## src/rtl/core/sfpu_pkg.sv

```systemverilog
// Shared types, constants and the bound derivation for the minifloat converter.
package sfpu_pkg;

    localparam int VALUE_W   = 32;
    localparam int CFG_IDX_W = 2;
    localparam int CFG_DAT_W = 5;

    localparam logic [CFG_IDX_W-1:0] CFG_IDX_EXP = 2'd0;
    localparam logic [CFG_IDX_W-1:0] CFG_IDX_MAN = 2'd1;

    localparam logic OP_PACK   = 1'b0;
    localparam logic OP_UNPACK = 1'b1;

    localparam logic [3:0] EXP_W_MIN = 4'd2;
    localparam logic [3:0] EXP_W_MAX = 4'd8;
    localparam logic [3:0] EXP_W_RST = 4'd5;
    localparam logic [4:0] MAN_W_MIN = 5'd2;
    localparam logic [4:0] MAN_W_MAX = 5'd23;
    localparam logic [4:0] MAN_W_RST = 5'd10;

    localparam logic [7:0]  FLOAT_BIAS = 8'd127;
    localparam logic [30:0] INF_MAG    = 31'h7F80_0000;

    // Widths and bounds that follow from the two registers.
    typedef struct packed {
        logic [3:0]  ew;
        logic [2:0]  eb;
        logic [4:0]  mw;
        logic [4:0]  shr_amt;
        logic [6:0]  eb_mask;
        logic [22:0] mw_mask;
        logic [31:0] sign_mask;
        logic [31:0] max_code;
        logic [31:0] min_code;
        logic [30:0] max_mag;
        logic [30:0] min_mag;
    } cfg_t;

    typedef struct packed {
        logic        op;
        logic        sign;
        logic [7:0]  bexp;
        logic [22:0] frac;
        logic        nan;
        logic        nonneg;
        logic        ge_max;
        logic        le_min;
        logic        u_sign;
        logic        u_neg;
        logic [6:0]  u_mag;
        logic [22:0] u_man;
    } s1_t;

    typedef struct packed {
        logic        op;
        logic [31:0] unp_word;
        logic        sign;
        logic        nonneg;
        logic        clamp;
        logic        sel_max;
        logic [7:0]  field;
        logic [22:0] man_shr;
    } s2_t;

    function automatic cfg_t derive(input logic [3:0] ew, input logic [4:0] mw);
        cfg_t        c;
        logic [8:0]  exp_top;
        logic [5:0]  sign_pos;
        c.ew        = ew;
        c.mw        = mw;
        c.eb        = 3'(ew - 4'd1);
        c.shr_amt   = 5'(5'd23 - mw);
        c.eb_mask   = 7'((8'd1 << c.eb) - 8'd1);
        c.mw_mask   = 23'((24'd1 << mw) - 24'd1);
        sign_pos    = 6'(ew) + 6'(mw);
        c.sign_mask = 32'd1 << sign_pos;
        c.max_code  = (32'(c.eb_mask) << mw) | 32'(c.mw_mask);
        exp_top     = (9'd1 << ew) - 9'd2;
        c.min_code  = (32'(exp_top) << mw) | 32'd1;
        c.max_mag   = {8'(8'd126 + (8'd1 << c.eb)), 23'(c.mw_mask << c.shr_amt)};
        c.min_mag   = {8'(8'd129 - (8'd1 << c.eb)), 23'(23'd1 << c.shr_amt)};
        return c;
    endfunction

endpackage

```

## src/rtl/core/sfpu_cfg.sv

```systemverilog
// Width registers with saturation and the registered bounds derived from them.
module sfpu_cfg (
    input  logic                           aclk,
    input  logic                           aresetn,
    input  logic                           cfg_valid,
    output logic                           cfg_ready,
    input  logic [sfpu_pkg::CFG_IDX_W-1:0] cfg_index,
    input  logic [sfpu_pkg::CFG_DAT_W-1:0] cfg_data,
    output sfpu_pkg::cfg_t                 cfg
);

    logic [3:0]     ew_reg, ew_next;
    logic [4:0]     mw_reg, mw_next;
    sfpu_pkg::cfg_t cfg_reg;
    logic [3:0]     ew_wr;
    logic [4:0]     mw_wr;

    assign cfg_ready = 1'b1;

    always_comb begin
        ew_wr = cfg_data[3:0];
        mw_wr = cfg_data;
        if (ew_wr < sfpu_pkg::EXP_W_MIN) begin
            ew_wr = sfpu_pkg::EXP_W_MIN;
        end else if (ew_wr > sfpu_pkg::EXP_W_MAX) begin
            ew_wr = sfpu_pkg::EXP_W_MAX;
        end
        if (mw_wr < sfpu_pkg::MAN_W_MIN) begin
            mw_wr = sfpu_pkg::MAN_W_MIN;
        end else if (mw_wr > sfpu_pkg::MAN_W_MAX) begin
            mw_wr = sfpu_pkg::MAN_W_MAX;
        end
        ew_next = ew_reg;
        mw_next = mw_reg;
        if (cfg_valid) begin
            case (cfg_index)
                sfpu_pkg::CFG_IDX_EXP: ew_next = ew_wr;
                sfpu_pkg::CFG_IDX_MAN: mw_next = mw_wr;
                default: ;
            endcase
        end
    end

    // Derive bounds from the next values so they are ready with the registers.
    always_ff @(posedge aclk) begin
        if (!aresetn) begin
            ew_reg  <= sfpu_pkg::EXP_W_RST;
            mw_reg  <= sfpu_pkg::MAN_W_RST;
            cfg_reg <= sfpu_pkg::derive(sfpu_pkg::EXP_W_RST, sfpu_pkg::MAN_W_RST);
        end else begin
            ew_reg  <= ew_next;
            mw_reg  <= mw_next;
            cfg_reg <= sfpu_pkg::derive(ew_next, mw_next);
        end
    end

    assign cfg = cfg_reg;

endmodule

```

## src/rtl/core/sfpu_pipe.sv

```systemverilog
// Three-stage convert pipeline: classify, convert fields, assemble the word.
module sfpu_pipe (
    input  logic                         aclk,
    input  logic                         aresetn,
    input  sfpu_pkg::cfg_t               cfg,
    input  logic                         s_valid,
    output logic                         s_ready,
    input  logic                         s_operation,
    input  logic [sfpu_pkg::VALUE_W-1:0] s_value_in,
    output logic                         m_valid,
    input  logic                         m_ready,
    output logic [sfpu_pkg::VALUE_W-1:0] m_value_out,
    output logic                         m_clamped
);

    logic                         v1_reg, v2_reg, v3_reg;
    logic                         rdy1, rdy2, rdy3;
    sfpu_pkg::s1_t                s1_reg, s1_next;
    sfpu_pkg::s2_t                s2_reg, s2_next;
    logic [sfpu_pkg::VALUE_W-1:0] out_reg, out_next;
    logic                         clamp_reg, clamp_next;

    logic [30:0] mag;
    logic [31:0] sh;
    logic [8:0]  sh_lo;
    logic        negp;
    logic [7:0]  magp;
    logic [7:0]  be;
    logic [31:0] pack_word;
    logic [31:0] clamp_word;

    // A stage takes a beat when it is empty or its successor moves.
    assign rdy3    = !v3_reg || m_ready;
    assign rdy2    = !v2_reg || rdy3;
    assign rdy1    = !v1_reg || rdy2;
    assign s_ready = rdy1;

    // Stage 1: compare against bounds, pull the small-code fields apart.
    always_comb begin
        mag              = s_value_in[30:0];
        sh               = s_value_in >> cfg.mw;
        sh_lo            = sh[8:0];
        s1_next.op       = s_operation;
        s1_next.sign     = s_value_in[31];
        s1_next.bexp     = s_value_in[30:23];
        s1_next.frac     = s_value_in[22:0];
        s1_next.nan      = mag > sfpu_pkg::INF_MAG;
        s1_next.nonneg   = !s_value_in[31] || (mag == 31'd0);
        s1_next.ge_max   = mag >= cfg.max_mag;
        s1_next.le_min   = mag <= cfg.min_mag;
        s1_next.u_sign   = sh_lo[cfg.ew];
        s1_next.u_neg    = sh_lo[{1'b0, cfg.eb}];
        s1_next.u_mag    = sh_lo[6:0] & cfg.eb_mask;
        s1_next.u_man    = s_value_in[22:0] & cfg.mw_mask;
    end

    // Stage 2: rebias exponents, shift mantissas, decide clamping.
    always_comb begin
        negp             = s1_reg.bexp < sfpu_pkg::FLOAT_BIAS;
        magp             = negp ? (sfpu_pkg::FLOAT_BIAS - s1_reg.bexp)
                                : (s1_reg.bexp - sfpu_pkg::FLOAT_BIAS);
        be               = s1_reg.u_neg ? (sfpu_pkg::FLOAT_BIAS - 8'(s1_reg.u_mag))
                                        : (sfpu_pkg::FLOAT_BIAS + 8'(s1_reg.u_mag));
        s2_next.op       = s1_reg.op;
        s2_next.unp_word = {s1_reg.u_sign, be, 23'(s1_reg.u_man << cfg.shr_amt)};
        s2_next.sign     = s1_reg.sign;
        s2_next.nonneg   = s1_reg.nonneg;
        s2_next.clamp    = !s1_reg.nan && (s1_reg.ge_max || s1_reg.le_min);
        s2_next.sel_max  = s1_reg.ge_max;
        s2_next.field    = (8'(negp) << cfg.eb) | {1'b0, magp[6:0] & cfg.eb_mask};
        s2_next.man_shr  = s1_reg.frac >> cfg.shr_amt;
    end

    // Stage 3: place the fields of the small code and pick the result.
    always_comb begin
        pack_word  = (s2_reg.sign ? cfg.sign_mask : 32'd0)
                   | (32'(s2_reg.field) << cfg.mw)
                   | 32'(s2_reg.man_shr);
        clamp_word = (s2_reg.sel_max ? cfg.max_code : cfg.min_code)
                   | (s2_reg.nonneg ? 32'd0 : cfg.sign_mask);
        if (s2_reg.op == sfpu_pkg::OP_UNPACK) begin
            out_next   = s2_reg.unp_word;
            clamp_next = 1'b0;
        end else begin
            out_next   = s2_reg.clamp ? clamp_word : pack_word;
            clamp_next = s2_reg.clamp;
        end
    end

    always_ff @(posedge aclk) begin
        if (!aresetn) begin
            v1_reg <= 1'b0;
            v2_reg <= 1'b0;
            v3_reg <= 1'b0;
        end else begin
            if (rdy1) begin
                v1_reg <= s_valid;
            end
            if (rdy2) begin
                v2_reg <= v1_reg;
            end
            if (rdy3) begin
                v3_reg <= v2_reg;
            end
        end
    end

    always_ff @(posedge aclk) begin
        if (rdy1) begin
            s1_reg <= s1_next;
        end
        if (rdy2) begin
            s2_reg <= s2_next;
        end
        if (rdy3) begin
            out_reg   <= out_next;
            clamp_reg <= clamp_next;
        end
    end

    assign m_valid     = v3_reg;
    assign m_value_out = out_reg;
    assign m_clamped   = clamp_reg;

endmodule

```

## src/rtl/core/small_float_pack_unpack.sv

```systemverilog
// Minifloat converter: IEEE single to and from a small sign-magnitude-exponent float.
// Operation 0 packs an IEEE single into a code of sign, exponent_width exponent bits
// (top bit is the exponent's sign, the rest its magnitude) and mantissa_width truncated
// mantissa bits; values at or beyond the representable range saturate to the largest or
// smallest code with clamped set. Operation 1 unpacks a code in the low bits of value_in
// back to an IEEE single. Widths are written through the cfg channel (index 0 exponent
// width, saturated to 2..8; index 1 mantissa width, saturated to 2..23); the user
// must write them only while no beat is in flight; the block does not enforce it. The
// block accepts one beat every clock unless m_ready stalls it; its three register
// stages (bound compare, field conversion, code assembly), the first loaded on
// acceptance, carry each beat to m_valid; back-pressure holds them without loss.
module small_float_pack_unpack (
    input  logic                           aclk,
    input  logic                           aresetn,
    input  logic                           cfg_valid,
    output logic                           cfg_ready,
    input  logic [sfpu_pkg::CFG_IDX_W-1:0] cfg_index,
    input  logic [sfpu_pkg::CFG_DAT_W-1:0] cfg_data,
    input  logic                           s_valid,
    output logic                           s_ready,
    input  logic                           s_operation,
    input  logic [sfpu_pkg::VALUE_W-1:0]   s_value_in,
    output logic                           m_valid,
    input  logic                           m_ready,
    output logic [sfpu_pkg::VALUE_W-1:0]   m_value_out,
    output logic                           m_clamped
);

    sfpu_pkg::cfg_t cfg;

    sfpu_cfg u_cfg (
        .aclk      (aclk),
        .aresetn   (aresetn),
        .cfg_valid (cfg_valid),
        .cfg_ready (cfg_ready),
        .cfg_index (cfg_index),
        .cfg_data  (cfg_data),
        .cfg       (cfg)
    );

    sfpu_pipe u_pipe (
        .aclk        (aclk),
        .aresetn     (aresetn),
        .cfg         (cfg),
        .s_valid     (s_valid),
        .s_ready     (s_ready),
        .s_operation (s_operation),
        .s_value_in  (s_value_in),
        .m_valid     (m_valid),
        .m_ready     (m_ready),
        .m_value_out (m_value_out),
        .m_clamped   (m_clamped)
    );

endmodule

```

## config.mk

```make
export PLATFORM = sky130hd
export DESIGN_NAME = small_float_pack_unpack
export DESIGN_NICKNAME = d
export VERILOG_FILES = /design/src/rtl/core/sfpu_pkg.sv /design/src/rtl/core/sfpu_cfg.sv /design/src/rtl/core/sfpu_pipe.sv /design/src/rtl/core/small_float_pack_unpack.sv
export SDC_FILE = /design/constraint.sdc
export NUM_CORES = 1
export LEC_CHECK = 0
export ABC_AREA = 1
export BUFFER_PORTS_ARGS = -buffer_cell sky130_fd_sc_hd__buf_2
export CAP_MARGIN = 10
export CORE_ASPECT_RATIO = 1.2
export CORE_UTILIZATION = 30
export DETAILED_ROUTE_END_ITERATION = 8
export GPL_TIMING_DRIVEN = 0
export MAX_ROUTING_LAYER = met4
export PLACE_DENSITY_LB_ADDON = 0.12
export SLEW_MARGIN = 10
export SYNTH_ARGS = -nofsm -noshare
export SYNTH_HDL_FRONTEND = slang
export SYNTH_SLANG_ARGS = --single-unit
export TNS_END_PERCENT = 5
```

## constraint.sdc

```tcl
create_clock -name aclk -period 5.2 [get_ports aclk]
set_clock_uncertainty 0.05 [all_clocks]
set_input_delay 0.26 -clock aclk [delete_from_list [all_inputs] [get_ports aclk]]
set_output_delay 0.26 -clock aclk [all_outputs]
set_load 0.02 [all_outputs]
```

==> flow_summary.toml, run 1 <==
[timing]
min_period_ns = 4.325
fmax_mhz = 231.2
tightest_slew_ns = 1.204
setup_tns_ns = 0
fin_hold_ws_ns = 0.01914
slew_headroom = 0.1904
min_period_over_period = 0.8318
slew_viol_final = 0
finalHoldViolations = 0
rsz0062_at_grt = "no"
setup_viol = 0

[job]
maxCapViolCount = 0

[yosys]
synth_cell_types = 63
synth_edf_count = 170
ys_seq_elements = 375
seq_area_frac_synth = 0.4433
avgSynthCellArea_um2 = 7.543
synthCells = 2754
ys.flop_type = "dfxtp_1"
syn_area_um2 = 20770
yosys_warnings = 0
synthArstFlopShare = 0
synth_nets = 2884

[clock_tree]
htreeDepth = 2
post-cts-setup-buffers = 0
worst_skew_pair.late_latency_ns = 0.58
clock-sinks = 375
clock_path_buffers = 3
clkTransAtPathRegs_ns = 0.06
postCtsResizedCells = 0
cts_tree = "yes"
root_buffer = "clkbuf_16"
cts_buffers = 42

[hold_path]
hold_class = "input port to flop"

[detailed_routing]
drcViolationCount = 0
wl_per_cell_um = 24.64
vias = 19880
drt_first_pass_iters = 6
routed_wl_mm = 94.64
drtAntennaViolNets = 0
via_per_inst = 5.176
drt_first_iter_violations = 1833

[run_status]
status = "finished, final reports clean"

[setup_path]
critPathRequiredTime_ns = 5.58
path_class = "flop to flop"
cp.arrival_ns = 4.71
critPathLaunchType = "flop"
end_kind = "flop"
cp_max_fo = 12

[grt]
antenna_found_initial = 2
grt_usage = 0.2717
grt_max_degree = 59
grt_pass1_wl_mm = 134.5
grt_overflow = 0
first_global_vias = 18990

[finish]
nets = 3028
syn_to_final_growth_pct = 15.29
layout_common_cells = "783 x nand2_1, 275 x inv_1, 237 x nor2_1, 218 x nand3_1, 205 x dfxtp_1"
layout_commonest_cell = "nand2_1"
largest_register_ffs = 194
nFillCells = 7277
finalNonFillerCells = 3841
fin_util = 0.3499
drive_above_1_share = 0.08430

[floorplanning]
coreArea_um2 = 68450
start_util = 0.3035
ios = 81
std_cell_rows = 105
die_h_um = 290.3
dieArea_um2 = 70310
die_x_um = 242.2

[power_and_ir_drop]
irDropWorstVdd_v = 0.0002515
powerDensity_nw_per_um2 = 360.3
p_total_uw = 8630
p_leak_uw = 0.01066

[place]
dp_hpwl_mm = 76.88
dp_cells = 3746
gp_congestion = 1.005
io_buffers = 79
[synthesized netlist by cell type (8+ instances only)]
library cell | n | area (um2)
a22o_1 | 30 | 262.8
dfxtp_1 | 205 | 4104
mux2i_1 | 11 | 110.1
a21oi_1 | 139 | 695.7
o21ai_0 | 172 | 860.8
buf_1 | 26 | 97.59
nand3_2 | 8 | 80.08
clkbuf_1 | 80 | 300.3
inv_2 | 23 | 86.33
buf_2 | 13 | 65.06
o22ai_1 | 21 | 131.4
nor2_1 | 237 | 889.6
nand2_1 | 785 | 2947
o211ai_1 | 15 | 112.6
inv_1 | 276 | 1036
ha_1 | 84 | 1051
o221ai_1 | 16 | 140.1
nor2_2 | 8 | 50.05
nor3_1 | 22 | 110.1
nand4_1 | 28 | 175.2
edfxtp_1 | 170 | 5105
o21ai_1 | 14 | 70.07
o31ai_1 | 9 | 67.56
nand2_2 | 11 | 68.82
nand3_1 | 218 | 1091
a31oi_1 | 35 | 219.0
nor4_1 | 9 | 56.30
[layer usage]
layer / vias up / wire length (um) / global-route usage / part of all wire
met5: - / 0 / - / 0
met4: 0 / 4856 / 0.1287 / 0.051
met3: 188 / 4503 / 0.02900 / 0.048
met2: 764 / 45150 / 0.4513 / 0.48
met1: 9445 / 40130 / 0.3293 / 0.42
li1: 9483 / - / - / -
[worst max-delay path: stages, from the launching register on]
cell	delay [ns]
dfxtp_1	0.41
inv_2	0.23
nand2_1	0.10
nand2_2	0.16
buf_2	0.36
clkbuf_1	0.60
buf_2	0.46
ha_1	0.30
clkbuf_1	0.22
nor2_1	0.41
clkinv_1	0.43
nand2_1	0.32
o21ai_0	0.13
[worst paths after layout]
kind,slack [ns],cells past startpoint,to,startpoint
worst min register to register,0.37,0,u_pipe.s2_reg[67],u_pipe.s1_reg[68]
worst min-delay path,0.02,1,u_pipe.s1_reg[44],s_value_in[8]
worst max-delay path,0.87,12,u_cfg.cfg[50],u_cfg.mw_reg[4]
worst max register to register,0.87,12,u_cfg.cfg[50],u_cfg.mw_reg[4]
[cells by family after synthesis]
group	count (synthesis)	share of synthesized area
and+or+nand+nor	1354	0.2755
DFF	375	0.4433
buffers and inverters	429	0.08023
adders and majority gates	85	0.05156
muxes	11	0.005300
other	1	0.0001805
AOI/OAI and AO/OA	487	0.1389
xor gates and xnor gates	12	0.005059
[where the power goes]
| group | internal [uW] | switching, uW | total, uW |
|---|---|---|---|
| sequential | 3410 | 167 | 3580 |
| combinational | 558 | 1460 | 2020 |
| clock | 1730 | 1290 | 3030 |
| total | 5700 | 2930 | 8630 |
[area by class of cell]
cell class	count	area (um2)	share of cell area
antenna	2	5.005	0.0002090
buffer	125	523.0	0.02184
clock buffer	51	1147	0.04791
clock inverter	25	227.7	0.009508
inverter	304	1146	0.04785
multi-input combinational	1950	9910	0.4137
sequential	375	9209	0.3845
tap	909	1137	0.04749
timing repair buffer	100	645.6	0.02696
[through the flow]
stage	area, um2	setup WS (ns)
2_1_floorplan	20770	1.632
3_3_place_gp	22310	0.07120
3_5_place_dp	22400	0.5845
4_1_cts	23950	0.8856
5_1_grt	23950	0.7235
6_report	23950	0.8748
[what timing repair did]
item	4_1_cts	5_1_grt
hold buffers	17	0
setup endpoints to repair	0	0
hold endpoints to repair	18	0
Power figures use the tool's default switching activity.
==> run 2: changes to the inputs <==
Settings changed: ABC_AREA 1 to 0.
Clock period 5.2 ns to 4.1 ns, I/O delays scaled along.
==> flow_summary.toml, run 2 <==
[grt]
antenna_found_initial = 0
grt_overflow = 0
grt_usage = 0.2661
grt_max_degree = 58
grt_pass1_wl_mm = 133.0
first_global_vias = 18160

[timing]
slew_headroom = 0.1115
fmax_mhz = 247.3
finalHoldViolations = 0
setup_tns_ns = 0
setup_viol = 0
finalWorstSetupSlack_ns = 0.05678
rsz0062_at_grt = "yes"
min_period_ns = 4.043
min_period_over_period = 0.9862
tightest_slew_ns = 1.328
slew_viol_final = 0

[yosys]
synth_edf_count = 170
yosysTopAreaCellShare = 0.2406
synth_cell_types = 94
synth_commonest_cells = "205 x dfxtp_1, 186 x nor2_1, 170 x edfxtp_1"
avgSynthCellArea_um2 = 9.881
synth_nets = 2277
seq_area_frac_synth = 0.4341
synth_most_common_cell = "dfxtp_1"
ys.flop_type = "dfxtp_1"
syn_area_um2 = 21220
synthCells = 2147
yosys.area.top_type = "edfxtp_1"
synthArstFlopShare = 0
yosys_warnings = 0
ys_top_cells_by_area = "edfxtp_1 24%, dfxtp_1 19%, mux2i_1 5.7%"
ys_seq_elements = 375

[setup_path]
rr_endpoint = "u_cfg.cfg[47]"
cp_max_fo = 11
reg2reg_depth = 11
cp.arrival_ns = 4.43
critPathRequiredTime_ns = 4.49
r2r_setup_slack_ns = 0.06
end_kind = "flop"
path_class = "flop to flop"
reg2reg_from = "u_cfg.cfg[191]"
critPathLaunchType = "flop"

[place]
io_buffers = 78
dp_hpwl_mm = 73.20
dp_cells = 3147
dp_slack_ns = -1.257
gp_congestion = 0.9759

[power_and_ir_drop]
powerDensity_nw_per_um2 = 444.6
p_leak_uw = 0.009556
irDropWorstVdd_v = 0.0002271

[hold_path]
min_to = "u_pipe.s1_reg[50]"
hold_class = "input port to flop"
worstHoldStart = "s_value_in[14]"
hold_depth = 1

[clock_tree]
cts_buffers = 43
clock_path_buffers = 3
cts_tree = "yes"
root_buffer = "clkbuf_16"
worst_skew_pair.late_latency_ns = 0.60
clkTransAtPathRegs_ns = 0.07
clock-sinks = 375
htreeDepth = 2

[floorplanning]
ios = 81
die_x_um = 244.8
dieArea_um2 = 71790
start_util = 0.3041
coreArea_um2 = 69760
std_cell_rows = 106
die_h_um = 293.3

[detailed_routing]
vias = 18550
wl_per_cell_um = 28.72
routed_wl_mm = 93.71
drt_first_iter_violations = 1803
drt_first_pass_iters = 7
drcViolationCount = 0
via_per_inst = 5.686
drtAntennaViolNets = 0

[finish]
syn_to_final_growth_pct = 17.39
drive_above_1_share = 0.1418
finalNonFillerCells = 3263
largest_register_ffs = 194
nFillCells = 7159
layout_common_cells = "204 x dfxtp_1, 186 x nor2_1, 170 x edfxtp_1, 159 x nand2_1, 120 x mux2i_1"
nets = 2437
fin_util = 0.3570
layout_commonest_cell = "dfxtp_1"

[run_status]
status = "finished, final reports clean"

[job]
maxCapViolCount = 0
==> run 2: worst max-delay path, cell delays in order (launching register included) <==
cell and delay [ns]:
dfxtp_1 0.30, clkbuf_1 0.22, clkbuf_2 0.32, mux2i_1 0.31, buf_2 0.30, buf_1 0.67
ha_1 0.38, clkbuf_1 0.26, nor2_1 0.54, inv_1 0.17, nand2_1 0.22, o21ai_0 0.13
==> run 2: worst max-delay path by stage <==
stage / from / endpoint / slack (ns) / depth (start not counted)
after detailed placement: cfg_index[1] / u_cfg.cfg[109] / -1.26 / 18
after global routing: u_cfg.mw_reg[2] / u_cfg.cfg[151] / -0.009 / 11
after CTS: cfg_index[1] / u_cfg.cfg[122] / -0.05 / 21
final: u_cfg.cfg[191] / u_cfg.cfg[47] / 0.06 / 11
after global placement: cfg_index[1] / u_cfg.cfg[109] / -1.32 / 18
after floorplan: cfg_index[1] / u_cfg.cfg[106] / 0.02 / 20
==> run 2: final cells by class <==
type | instances | area [um2] | area share
multi-input combinational | 1519 | 11090 | 0.4453
sequential | 375 | 9210 | 0.3698
clock buffer | 59 | 1280 | 0.05139
tap | 918 | 1149 | 0.04612
timing repair buffer | 118 | 833.3 | 0.03346
buffer | 139 | 650.6 | 0.02612
inverter | 111 | 416.7 | 0.01673
clock inverter | 21 | 267.8 | 0.01075
antenna | 3 | 7.507 | 0.0003014
==> run 2: kinds of logic (layout without fill, tap and decap cells) <==
group / Yosys count / count (layout) / synth area share
compound gates: 560 / 560 / 0.1819
other cells: 1 / 4 / 0.0001768
flops: 375 / 375 / 0.4341
xor+xnor: 24 / 24 / 0.009908
fa+ha+maj: 85 / 85 / 0.05048
buf+inv: 253 / 448 / 0.04978
mux: 198 / 198 / 0.1234
simple gates: 651 / 651 / 0.1503
==> run 2: per-layer routing <==
metal	up-vias	track usage	routed length, um
met5	-	-	0
met1	9162	0.3209	38240
li1	8320	-	-
met2	832	0.4376	44240
met4	0	0.1441	6434
met3	238	0.02576	4790
==> run 2: metrics by stage <==
| stage | cell area, um2 | power [uW] | hold WS (ns) |
|---|---|---|---|
| floorplan | 21220 | 5841 | 0.2539 |
| global placement | 22760 | 6821 | 0.3562 |
| detailed placement | 22870 | 6830 | 0.3652 |
| CTS | 24820 | 11090 | 0.01284 |
| global route | 24900 | 11410 | 0.02729 |
| finish | 24910 | 11070 | 0.05285 |
==> run 2: where the power goes <==
| part | leakage, uW | switching [uW] | total [uW] | internal, uW |
|---|---|---|---|---|
| logic | 0.00521 | 1580 | 2380 | 798 |
| clock network | 0.000771 | 1750 | 4230 | 2480 |
| registers | 0.00358 | 193 | 4470 | 4270 |
| total | 0.00956 | 3520 | 11100 | 7550 |
==> run 2: repair_timing <==
action                                 in CTS  in global routing
gates resized for setup                    14                 23
endpoints found under the hold margin      37                  0
buffers inserted                            2                  0
hold buffers                               34                  0
pin swaps                                   2                  1
setup endpoints to repair                  98                 81
